<file path="src/rtl/core/tlprq_pkg.sv">
package tlprq_pkg;

    localparam int ID_W       = 8;
    localparam int KIND_W     = 2;
    localparam int PRIO_W     = 2;
    localparam int TOTAL_W    = 7;
    localparam int NUM_LEVELS = 3;

    // Request kinds.
    localparam logic [KIND_W-1:0] REQ_PUSH   = 2'd0;
    localparam logic [KIND_W-1:0] REQ_POP    = 2'd1;
    localparam logic [KIND_W-1:0] REQ_REMOVE = 2'd2;

    // Level codes.
    localparam logic [PRIO_W-1:0] PRIO_LOW    = 2'd0;
    localparam logic [PRIO_W-1:0] PRIO_NORMAL = 2'd1;
    localparam logic [PRIO_W-1:0] PRIO_HIGH   = 2'd2;
    localparam logic [PRIO_W-1:0] PRIO_NONE   = 2'd3;

    typedef enum logic [2:0] {
        ST_IDLE,
        ST_DECIDE,
        ST_POP_DATA,
        ST_SEARCH,
        ST_SHIFT,
        ST_DONE
    } t_state;

    typedef struct packed {
        logic capture;
        logic push_write;
        logic pop_read;
        logic pop_take;
        logic srch_init;
        logic srch_step;
        logic shift_init;
        logic shift_step;
        logic rem_done;
    } t_cmd;

    typedef struct packed {
        logic is_push;
        logic is_pop;
        logic is_remove;
        logic req_ok;
        logic lvl_not_full;
        logic any_nonempty;
        logic more;
        logic match;
        logic pend;
    } t_status;

endpackage

</file>
<file path="src/rtl/core/tlprq_ctrl.sv">
module tlprq_ctrl
    import tlprq_pkg::*;
    (
        input  logic    i_clk,
        input  logic    i_rst_n,
        input  logic    i_in_valid,
        input  logic    i_out_stall,
        input  t_status i_status,
        output t_cmd    o_cmd,
        output logic    o_in_stall,
        output logic    o_out_valid
    );

    t_state r_state;
    t_state n_state;
    logic   w_accept;

    assign w_accept = i_in_valid && !o_in_stall;

    always_ff @(posedge i_clk) begin
        if (!i_rst_n) begin
            r_state <= ST_IDLE;
        end else begin
            r_state <= n_state;
        end
    end

    always_comb begin
        n_state = r_state;
        unique case (r_state)
            ST_IDLE: begin
                if (w_accept) begin
                    n_state = ST_DECIDE;
                end
            end
            ST_DECIDE: begin
                priority if (i_status.is_pop && i_status.any_nonempty) begin
                    n_state = ST_POP_DATA;
                end else if (i_status.is_remove && i_status.req_ok) begin
                    n_state = ST_SEARCH;
                end else begin
                    n_state = ST_DONE;
                end
            end
            ST_POP_DATA: begin
                n_state = ST_DONE;
            end
            ST_SEARCH: begin
                priority if (i_status.match) begin
                    n_state = ST_SHIFT;
                end else if (!i_status.more && !i_status.pend) begin
                    n_state = ST_DONE;
                end else begin
                    n_state = ST_SEARCH;
                end
            end
            ST_SHIFT: begin
                if (!i_status.more && !i_status.pend) begin
                    n_state = ST_DONE;
                end
            end
            ST_DONE: begin
                if (!i_out_stall) begin
                    n_state = w_accept ? ST_DECIDE : ST_IDLE;
                end
            end
            default: begin
                n_state = ST_IDLE;
            end
        endcase
    end

    always_comb begin
        o_cmd       = '0;
        o_in_stall  = 1'b1;
        o_out_valid = 1'b0;
        unique case (r_state)
            ST_IDLE: begin
                o_in_stall  = 1'b0;
                o_cmd.capture = i_in_valid;
            end
            ST_DECIDE: begin
                o_cmd.push_write = i_status.is_push && i_status.req_ok &&
                                   i_status.lvl_not_full;
                o_cmd.pop_read   = i_status.is_pop && i_status.any_nonempty;
                o_cmd.srch_init  = i_status.is_remove && i_status.req_ok;
            end
            ST_POP_DATA: begin
                o_cmd.pop_take = 1'b1;
            end
            ST_SEARCH: begin
                if (i_status.match) begin
                    o_cmd.shift_init = 1'b1;
                end else begin
                    // Keep stepping while a read is in flight or more entries remain.
                    o_cmd.srch_step = i_status.more || i_status.pend;
                end
            end
            ST_SHIFT: begin
                if (i_status.more || i_status.pend) begin
                    o_cmd.shift_step = 1'b1;
                end else begin
                    o_cmd.rem_done = 1'b1;
                end
            end
            ST_DONE: begin
                o_out_valid   = 1'b1;
                o_in_stall    = i_out_stall;
                o_cmd.capture = i_in_valid && !i_out_stall;
            end
            default: begin
                o_cmd = '0;
            end
        endcase
    end

endmodule

</file>
<file path="config.mk">
export PLATFORM = sky130hd
export DESIGN_NAME = tlprq_ctrl
export DESIGN_NICKNAME = d
export VERILOG_FILES = /design/src/rtl/core/tlprq_pkg.sv /design/src/rtl/core/tlprq_ctrl.sv
export SDC_FILE = /design/constraint.sdc
export NUM_CORES = 1
export LEC_CHECK = 0
export BUFFER_PORTS_ARGS = -buffer_cell sky130_fd_sc_hd__buf_2
export CAP_MARGIN = 15
export CORE_AREA = 5 5 42 44
export CTS_BUF_LIST = sky130_fd_sc_hd__clkbuf_16
export DETAILED_ROUTE_END_ITERATION = 8
export DIE_AREA = 0 0 47 49
export REMOVE_ABC_BUFFERS = 1
export SETUP_SLACK_MARGIN = 0.05
export SYNTH_ARGS = -nofsm -noshare
export SYNTH_HDL_FRONTEND = slang
export SYNTH_SLANG_ARGS = --single-unit
</file>
<file path="constraint.sdc">
create_clock -name i_clk -period 1.7 [get_ports i_clk]
set_input_delay 0.17 -clock i_clk [delete_from_list [all_inputs] [get_ports i_clk]]
set_output_delay 0.17 -clock i_clk [all_outputs]
set_load 0.02 [all_outputs]
</file>
==> results of run 1 <==
==> worst max-delay path: stages, from the launching register on <==
cell and delay, ns:
dfxtp_1 0.47, inv_1 0.14, nor3_1 0.23, o21bai_1 0.11, nor2_1 0.08, buf_2 0.16
==> power breakdown <==
part | internal (mW) | switching, mW
sequential | 0.0817 | 0.0218
combinational | 0.0778 | 0.0955
clock | 0.303 | 0.0599
==> worst paths after layout <==
check                           cells after the start                      end                    start  slack (ns)
worst max-delay path                                5                 o_cmd[8]  r_state[0]$_SDFFE_PN0P_        0.12
worst min-delay path                                3  r_state[2]$_SDFFE_PN0P_                  i_rst_n        0.20
worst max register to register                      4  r_state[0]$_SDFFE_PN0P_  r_state[1]$_SDFFE_PN0P_        0.40
worst min register to register                      3  r_state[2]$_SDFFE_PN0P_  r_state[2]$_SDFFE_PN0P_        0.62
==> final cells by class <==
type	count	area, sq um
Sequential cell	3	61.3
Inverter	3	11.3
Timing Repair Buffer	23	115
Tap cell	16	20.0
Clock inverter	1	3.75
Clock buffer	3	75.1
Fill cell	151	857
Multi-Input combinational cell	42	258
==> layer usage <==
layer | global-route usage (%) | wire length, um
met5 | 0 | 0
met4 | 4.15 | 0
met3 | 2.21 | 58
met1 | 11.0 | 431
met2 | 12.7 | 449
==> through the flow <==
step,area [sq um],cells
detailed placement,459,87
CTS,539,91
global route,544,91
finish,544,91
floorplan,324,48
global placement,459,87
==> repair_timing <==
item / CTS / global route
resized for setup: 1 / 1
endpoints found under the setup margin: 2 / 1
cloned: 0 / 0
==> logic make-up (layout without fill, tap and decap cells) <==
logic type,after synthesis,after routing,synth area share (%)
AOI/OAI and AO/OA,11,11,25.1
DFF,3,3,17.7
and+or+nand+nor,31,31,49.5
buffers and inverters,5,30,7.75
==> cell usage in the layout, fill, tap and decap left out, types with 2 or more instances in the layout <==
cell type and count:
nor2_1 8, buf_2 23, o21ai_0 2, nand3_1 2
and3b_1 2, inv_1 4, clkbuf_16 3, and2b_1 2
nand2_1 8, dfxtp_1 2
==> summary.md, run 1 <==
| Metric | Value |
|---|---|
| WL per Instance | `10.3 um` |
| Worst-skew pair later-pin latency | `0.22 ns` |
| Clock tree buffer depth | `2` |
| Critical Path End Type | `output port` |
| Worst Hold Class | `in -> reg` |
| Slew Limit Fails | `0` |
| Initial antenna violation count | `0` |
| Synth area leaders | `dfxtp_1, nand2_1, nor2_1` |
| Post-synth top area share | `17.7%` |
| Hold slack | `0.203 ns` |
| Core area | `1400 sq um` |
| Post-CTS setup repair buffer count | `0` |
| Status | `finished clean` |
| Die area | `2300 sq um` |
| Util after Layout | `38.8%` |
| Endpoints failing setup | `0` |
| Final WL | `939 um` |
| Ys Warns | `0` |
| Nets@finish | `89` |
| Number of global-route vias before repair | `381` |
| Yosys top cell by area | `dfxtp_1` |
| CTS tree | `built` |
| Max FFs per register | `3` |
| Worst vdd ir | `0.618 mV` |
| Layout cell share with drive strength beyond 1 | `42.7%` |
| Normalized max-slew margin | `77.3%` |
| Crit-path max FO | `10` |
| Post-DP HPWL | `764 um` |
| Sequential area share after synthesis | `17.7%` |
| Layout Skew | `0.000356 ns` |
| Final number of hold-violating endpoints | `0` |
| Register bit total from synthesis | `3` |
| Period utilization | `92.8%` |
| Cell area after synthesis | `339 sq um` |
| Async S/R FF share, synth | `0%` |
| Via count | `402` |
| Site Rows | `14` |
| Pre-Repair DR Iteration Count | `3` |
| Top FF cell, synth | `dfxtp_1` |
| Max-cap violation count | `0` |
| Setup Crit Path Kind | `reg -> out` |
| 1st-iter DRT viols | `4` |
| Gr ovfl total | `0` |
| Global placement routability congestion | `0.738` |
| Vias/cell | `4.42` |
| Largest net degree at the start of global routing | `13` |
| Cts bufs inserted | `3` |
| Top Registers | `r_state: 3 flops` |
| Data required, critical path | `1.53 ns` |
| DRT antenna net count | `0` |
| Startpoint types | `flop` |
| # DRC | `0` |
| Tot GR Track Use | `8.52%` |
| Top cells by count, synth | `nand2_1, nor2_1, dfxtp_1, inv_1` |
| H-tree levels | `1` |
| WP data arrival | `1.41 ns` |
| Chip Width | `47 um` |
| Post-synth EDFFs | `0` |
| First-pass GRT wire length | `1480 um` |
| Synth Area per Inst | `6.78 sq um` |
| DP Worst Slack | `0.264 ns` |
| Syn Inst Count | `50` |
| Starting density of the core | `24.2%` |
| Minimum clock period | `1.58 ns` |
| Die Ht | `49 um` |
| Slew of the pin with the lowest slew margin | `0.341 ns` |
| Hold Buf Count CTS | `0` |
| CTS Root Cell | `clkbuf_16` |
| Biggest register | `r_state` |
| Clock slew at reported path FFs | `0.03 ns` |
| Area Overhead vs Synth | `60.5%` |
| Final WS setup | `0.123 ns` |
| PD cells | `1180 nW/um^2` |
| # diodes | `0` |
| IO Port Bufs | `23` |
| Yosys cell types | `28` |
| Leak Pwr | `0.286 nW` |
| Sink Count | `3` |
| I/O pin count | `24` |
| Unrepaired setup endpoints after global routing | `false` |
| Setup tns final | `0 ns` |
| Total power | `0.640 mW` |
| Peak Freq | `634 MHz` |
Note: power is estimated with default switching activity, not from simulation.
==> inputs of run 2 (changes only) <==
CORE_AREA = 2 2 39 41   (was 5 5 42 44)
DIE_AREA = 0 0 41 43   (was 0 0 47 49)
==> summary.md, run 2 (same netlist as run 1, synthesis figures left out) <==
| Metric | Value |
|---|---|
| WP data arrival | `1.41 ns (about the same)` |
| Most common cell after layout, fill and taps aside | `buf_2 (unchanged)` |
| Pint | `0.462 mW (about the same)` |
| Layout Skew | `0.00153 ns (was 0.000356 ns)` |
| Sw Ratio | `28.1% (was 27.7%)` |
| Data required, critical path | `1.53 ns (about the same)` |
| Largest net degree at the start of global routing | `13 (unchanged)` |
| Most frequent cells in the layout | `buf_2, nor2_1, nand2_1 (unchanged)` |
| First-pass GRT wire length | `1280 um (was 1480 um)` |
| Final WL | `900 um (was 939 um)` |
| Setup Crit Path Kind | `reg -> out (unchanged)` |
| 1st-iter DRT viols | `9 (was 4)` |
| Starting density of the core | `24.5% (was 24.2%)` |
| Leak Pwr | `0.285 nW (was 0.286 nW)` |
| # diodes | `0 (unchanged)` |
| Grt met1 use | `11.5% (was 11.0%)` |
| Max-cap violation count | `0 (unchanged)` |
| Top Registers | `r_state: 3 flops (unchanged)` |
| Top delay family on crit path | `simple AND/OR/NAND/NOR gates (was flip-flops)` |
| Biggest register | `r_state (unchanged)` |
| Chip Width | `41 um (was 47 um)` |
| Filler cell count | `151 (unchanged)` |
| Startpoint types | `flop (unchanged)` |
| CTS tree | `built (unchanged)` |
| DP Worst Slack | `0.280 ns (was 0.264 ns)` |
| Worst r2r src | `r_state[1]$_SDFFE_PN0P_ (unchanged)` |
| I/O pin count | `24 (unchanged)` |
| WP buf/inv | `2 (unchanged)` |
| Critical Path Max Stage Delay | `0.43 ns (was 0.47 ns)` |
| Total power | `0.643 mW (was 0.640 mW)` |
| Worst vdd ir | `0.640 mV (was 0.618 mV)` |
| CP max stage cell | `or3_1 (was dfxtp_1)` |
| Layout cell share with drive strength beyond 1 | `42.7% (unchanged)` |
| Hold Buf Count CTS | `0 (unchanged)` |
| Final number of hold-violating endpoints | `0 (unchanged)` |
| Clock slew at reported path FFs | `0.03 ns (about the same)` |
| Sw power | `0.181 mW (was 0.177 mW)` |
| Area Overhead vs Synth | `59.4% (was 60.5%)` |
| Status | `finished clean (unchanged)` |
| Met3 Resource Use GR | `1.57% (was 2.21%)` |
| # DRC | `0 (unchanged)` |
| Setup tns final | `0 ns (unchanged)` |
| Clock tree buffer depth | `2 (unchanged)` |
| Register area | `62.6 sq um (was 61.3 sq um)` |
| Slew of the pin with the lowest slew margin | `0.335 ns (was 0.341 ns)` |
| Top Usage Layer GRT | `met2 (unchanged)` |
| Util after Layout | `39.1% (was 38.8%)` |
| Global placement routability congestion | `0.719 (was 0.738)` |
| Comb power frac | `26.7% (was 27.1%)` |
| Peak Freq | `633 MHz (was 634 MHz)` |
| Normalized max-slew margin | `77.6% (was 77.3%)` |
| Post_cts resized | `0 (was 1)` |
| Sink Count | `3 (unchanged)` |
| Sequential fraction of design power | `16.3% (was 16.2%)` |
| Worst Hold Class | `in -> reg (unchanged)` |
| Clk network pwr share | `57.0% (was 56.7%)` |
| Unrepaired setup endpoints after global routing | `false (unchanged)` |
| Period utilization | `92.9% (was 92.8%)` |
| Final WS setup | `0.121 ns (was 0.123 ns)` |
| Critical Path End Type | `output port (unchanged)` |
| Met2 Usage GRT | `17.5% (was 12.7%)` |
| H-tree levels | `1 (unchanged)` |
| Minimum clock period | `1.58 ns (about the same)` |
| Gr ovfl total | `0 (unchanged)` |
| Pre-Repair DR Iteration Count | `4 (was 3)` |
| CP Cell Sequence | `inv_1, or3_1, nor3_2, buf_2 (was inv_1, nor3_1, o21bai_1, nor2_1, buf_2)` |
| Crit-path max FO | `9 (was 10)` |
| FF-to-FF setup slack | `0.38 ns (was 0.40 ns)` |
| Cts bufs inserted | `3 (unchanged)` |
| Max FFs per register | `3 (unchanged)` |
| Initial antenna violation count | `0 (unchanged)` |
| Nets@finish | `89 (unchanged)` |
| Core area | `1380 sq um (was 1400 sq um)` |
| Reg2Reg Capture Point | `r_state[0]$_SDFFE_PN0P_ (unchanged)` |
| Worst R2R Path Depth | `4 (unchanged)` |
| DRT antenna net count | `0 (unchanged)` |
| Site Rows | `14 (unchanged)` |
| Levels on crit path | `4 (was 5)` |
| Die area | `1760 sq um (was 2300 sq um)` |
| Die Ht | `43 um (was 49 um)` |
| Post-CTS setup repair buffer count | `0 (unchanged)` |
| Vias/cell | `4.73 (was 4.42)` |
| CTS Root Cell | `clkbuf_16 (unchanged)` |
| CP Capture Point | `o_cmd[0] (was o_cmd[8])` |
| Via count | `430 (was 402)` |
| Post-DP HPWL | `694 um (was 764 um)` |
| PD cells | `1190 nW/um^2 (was 1180 nW/um^2)` |
| Area of the multi-input gates | `253 sq um (was 258 sq um)` |
| Endpoints failing setup | `0 (unchanged)` |
| Slew Limit Fails | `0 (unchanged)` |
| IO Port Bufs | `23 (unchanged)` |
| WL per Instance | `9.89 um (was 10.3 um)` |
| Tot GR Track Use | `10.7% (was 8.52%)` |
| Worst-skew pair later-pin latency | `0.22 ns (about the same)` |
| Critical path launch point | `r_state[2]$_SDFFE_PN0P_ (was r_state[0]$_SDFFE_PN0P_)` |
| Number of global-route vias before repair | `353 (was 381)` |
-- run 2: cell counts in the layout (fill, tap and decap cells not counted) --
No cell type changed its count.
-- run 2: routing by layer --
| metal | vias up | share of wire, % |
|---|---|---|
| met5 | - | 0 |
| met4 | 0 | 0 |
| met3 | 0 | 5.9 |
| met2 | 16 | 49 |
| met1 | 189 | 45 |
| li1 | 225 | - |
-- run 2: layout make-up --
cell class | count | area share [%]
multi-input cells | 42 | 46.8
clock inverters | 1 | 0.694
clock buffers | 3 | 13.9
well taps | 16 | 3.70
flip-flops and latches | 3 | 11.6
inverters | 3 | 2.08
repair buffers | 23 | 21.3
-- run 2: through the flow --
step | instances | hold WS (ns) | cell area, sq um
finish | 91 | 0.224 | 541
global route | 91 | 0.242 | 541
CTS | 91 | 0.226 | 538
detailed placement | 87 | 0.452 | 459
global placement | 87 | 0.464 | 459
floorplan | 48 | 0.298 | 324
-- run 2: tightest hold or removal path: cells and delay by family --
family	cells	cell delay [ns]
simple gates	1	0.06
compound gates	1	0.05
buf+inv	1	0.12
-- run 2: power by group through the flow --
stage                     Clock, mW  Sequential (mW)  Combinational, mW
after global routing          0.377            0.106              0.194
after global placement            0            0.102              0.171
after floorplan                   0           0.0971              0.121
after CTS                     0.369            0.101              0.172
after detailed placement          0            0.102              0.171
final                         0.366            0.105              0.172
-- run 2: worst min path at each step --
stage | from | end | slack, ns | cells past startpoint
after floorplan | i_rst_n | r_state[2]$_SDFFE_PN0P_ | 0.30 | 2
after global placement | i_rst_n | r_state[1]$_SDFFE_PN0P_ | 0.46 | 2
after detailed placement | i_rst_n | r_state[2]$_SDFFE_PN0P_ | 0.45 | 3
after CTS | i_rst_n | r_state[2]$_SDFFE_PN0P_ | 0.23 | 3
after global routing | i_rst_n | r_state[2]$_SDFFE_PN0P_ | 0.24 | 3
final | i_rst_n | r_state[2]$_SDFFE_PN0P_ | 0.22 | 3
==> inputs of run 3 (changes only) <==
CTS_BUF_LIST = sky130_fd_sc_hd__clkbuf_8 sky130_fd_sc_hd__clkbuf_16   (was sky130_fd_sc_hd__clkbuf_16)
CTS_CLUSTER_DIAMETER = 120   (was unset)
REMOVE_ABC_BUFFERS = unset   (was 1)
==> summary.md, run 3 (same netlist as run 1, synthesis figures left out) <==
| Metric | Value |
|---|---|
| Status | `finished clean (unchanged)` |
| Unrepaired setup endpoints after global routing | `false (unchanged)` |
| Period utilization | `91.3% (was 92.9%)` |
| Global placement routability congestion | `0.733 (was 0.719)` |
| Endpoints failing setup | `0 (unchanged)` |
| Number of global-route vias before repair | `346 (was 353)` |
| Leak Pwr | `0.270 nW (was 0.285 nW)` |
| Pre-Repair DR Iteration Count | `4 (unchanged)` |
| PD cells | `929 nW/um^2 (was 1190 nW/um^2)` |
| Clock tree buffer depth | `2 (unchanged)` |
| Layout cell share with drive strength beyond 1 | `42.7% (unchanged)` |
| Starting density of the core | `24.5% (unchanged)` |
| Normalized max-slew margin | `78.3% (was 77.6%)` |
| WP data arrival | `1.38 ns (was 1.41 ns)` |
| Site Rows | `14 (unchanged)` |
| Nets@finish | `89 (unchanged)` |
| Data required, critical path | `1.53 ns (about the same)` |
| Max FFs per register | `3 (unchanged)` |
| First-pass GRT wire length | `1350 um (was 1280 um)` |
| Worst Hold Class | `in -> reg (unchanged)` |
| Total power | `0.471 mW (was 0.643 mW)` |
| Slew of the pin with the lowest slew margin | `0.326 ns (was 0.335 ns)` |
| Vias/cell | `4.43 (was 4.73)` |
| # diodes | `0 (unchanged)` |
| Area Overhead vs Synth | `49.4% (was 59.4%)` |
| Top delay family on crit path | `simple AND/OR/NAND/NOR gates (unchanged)` |
| Top Registers | `r_state: 3 flops (unchanged)` |
| Final number of hold-violating endpoints | `0 (unchanged)` |
| Cts bufs inserted | `3 (unchanged)` |
| DP Worst Slack | `0.277 ns (was 0.280 ns)` |
| Most common cell after layout, fill and taps aside | `buf_2 (unchanged)` |
| Max-cap violation count | `0 (unchanged)` |
| Peak Freq | `644 MHz (was 633 MHz)` |
| Final WL | `843 um (was 900 um)` |
| CP Cell Sequence | `inv_1, or3_1, nor3_2, buf_2 (unchanged)` |
| Filler cell count | `155 (was 151)` |
| Biggest register | `r_state (unchanged)` |
| Gr ovfl total | `0 (unchanged)` |
| # DRC | `0 (unchanged)` |
| WP buf/inv | `2 (unchanged)` |
| Hold Path End | `r_state[2]$_SDFFE_PN0P_ (unchanged)` |
| Hold Path Cell Cnt | `3 (unchanged)` |
| Slew Limit Fails | `0 (unchanged)` |
| CP max stage cell | `or3_1 (unchanged)` |
| Hold Buf Count CTS | `0 (unchanged)` |
| Initial antenna violation count | `0 (unchanged)` |
| Sink Count | `3 (unchanged)` |
| Worst r2r src | `r_state[1]$_SDFFE_PN0P_ (unchanged)` |
| Hold Startpoint | `i_rst_n (unchanged)` |
| Setup tns final | `0 ns (unchanged)` |
| Worst R2R Path Depth | `4 (unchanged)` |
| CTS Root Cell | `clkbuf_8 (was clkbuf_16)` |
| Register area | `62.6 sq um (unchanged)` |
| Via count | `403 (was 430)` |
| Die Ht | `43 um (unchanged)` |
| H-tree levels | `1 (unchanged)` |
| Worst vdd ir | `0.377 mV (was 0.640 mV)` |
| I/O pin count | `24 (unchanged)` |
| IO Port Bufs | `23 (unchanged)` |
| Tot GR Track Use | `10.9% (was 10.7%)` |
| Worst-skew pair later-pin latency | `0.21 ns (was 0.22 ns)` |
| Die area | `1760 sq um (unchanged)` |
| Minimum clock period | `1.55 ns (was 1.58 ns)` |
| Chip Width | `41 um (unchanged)` |
| WL per Instance | `9.26 um (was 9.89 um)` |
| Crit-path max FO | `9 (unchanged)` |
| FF-to-FF setup slack | `0.40 ns (was 0.38 ns)` |
| Startpoint types | `flop (unchanged)` |
| Core area | `1380 sq um (unchanged)` |
| Area of the multi-input gates | `253 sq um (unchanged)` |
| Most frequent cells in the layout | `buf_2, nor2_1, nand2_1 (unchanged)` |
| CTS tree | `built (unchanged)` |
| Setup Crit Path Kind | `reg -> out (unchanged)` |
| Mapped Nets | `63` |
| Final WS setup | `0.148 ns (was 0.121 ns)` |
| Critical Path End Type | `output port (unchanged)` |
| Layout Skew | `0.00130 ns (was 0.00153 ns)` |
| DRT antenna net count | `0 (unchanged)` |
| Critical Path Max Stage Delay | `0.43 ns (about the same)` |
| Clock slew at reported path FFs | `0.03 ns (about the same)` |
| Reg2Reg Capture Point | `r_state[0]$_SDFFE_PN0P_ (unchanged)` |
| Post-DP HPWL | `701 um (was 694 um)` |
| Largest net degree at the start of global routing | `13 (unchanged)` |
| 1st-iter DRT viols | `8 (was 9)` |
run 3: changes by cell type in the layout (fill, tap and decap cells not counted):
cell and delta:
clkbuf_16 -3, clkbuf_8 +3
run 3: area by class of cell:
class                           count  area share (%)
Sequential cell                     3            12.3
Clock inverter                      1           0.741
Inverter                            3            2.22
Clock buffer                        3            8.15
Tap cell                           16            3.95
Timing Repair Buffer               23            22.7
Multi-Input combinational cell     42            49.9
run 3: worst max-delay path by stage:
stage | startpoint | endpoint | slack, ns | cells past startpoint
2_1_floorplan | r_state[2]$_SDFFE_PN0P_ | o_cmd[1] | 0.32 | 3
3_3_place_gp | r_state[2]$_SDFFE_PN0P_ | o_cmd[0] | 0.32 | 4
3_5_place_dp | r_state[2]$_SDFFE_PN0P_ | o_cmd[0] | 0.28 | 4
4_1_cts | r_state[2]$_SDFFE_PN0P_ | o_cmd[0] | 0.05 | 4
5_1_grt | r_state[2]$_SDFFE_PN0P_ | o_cmd[0] | 0.06 | 4
6_report | r_state[2]$_SDFFE_PN0P_ | o_cmd[0] | 0.15 | 4
run 3: report_power, final:
part	switching, mW	internal, mW	leakage [nW]	total [mW]
clock network	0.0436	0.153	0.0269	0.197
registers	0.0209	0.0829	0.0253	0.104
logic	0.0943	0.0757	0.217	0.170
run 3: timing repair:
action | in CTS | in global routing
setup endpoints to repair | 0 | 3
resized for setup | 0 | 2
setup buffers | 0 | 0
run 3: worst reg2reg max path, stage by stage (launching register included):
cell	delay (ns)
dfxtp_1	0.39
or4_4	0.56
o221ai_2	0.08
a21o_1	0.10
a21boi_1	0.05
run 3: routing by layer:
metal | routed length [um] | part of all wire, % | track usage, %
met3 | 57 | 6.8 | 1.57
met4 | 0 | 0 | 6.00
met1 | 376 | 45 | 13.1
met2 | 409 | 49 | 17.5
met5 | 0 | 0 | 0
run 3: through the flow:
| step | cells | util [%] | cell area [sq um] | hold slack [ns] |
|---|---|---|---|---|
| 3_3_place_gp | 87 | 33.2 | 459 | 0.463 |
| 6_report | 91 | 36.6 | 507 | 0.230 |
| 4_1_cts | 91 | 36.4 | 504 | 0.237 |
| 5_1_grt | 91 | 36.6 | 507 | 0.245 |
| 3_5_place_dp | 87 | 33.2 | 459 | 0.455 |
| 2_1_floorplan | 50 | - | 339 | 0.298 |
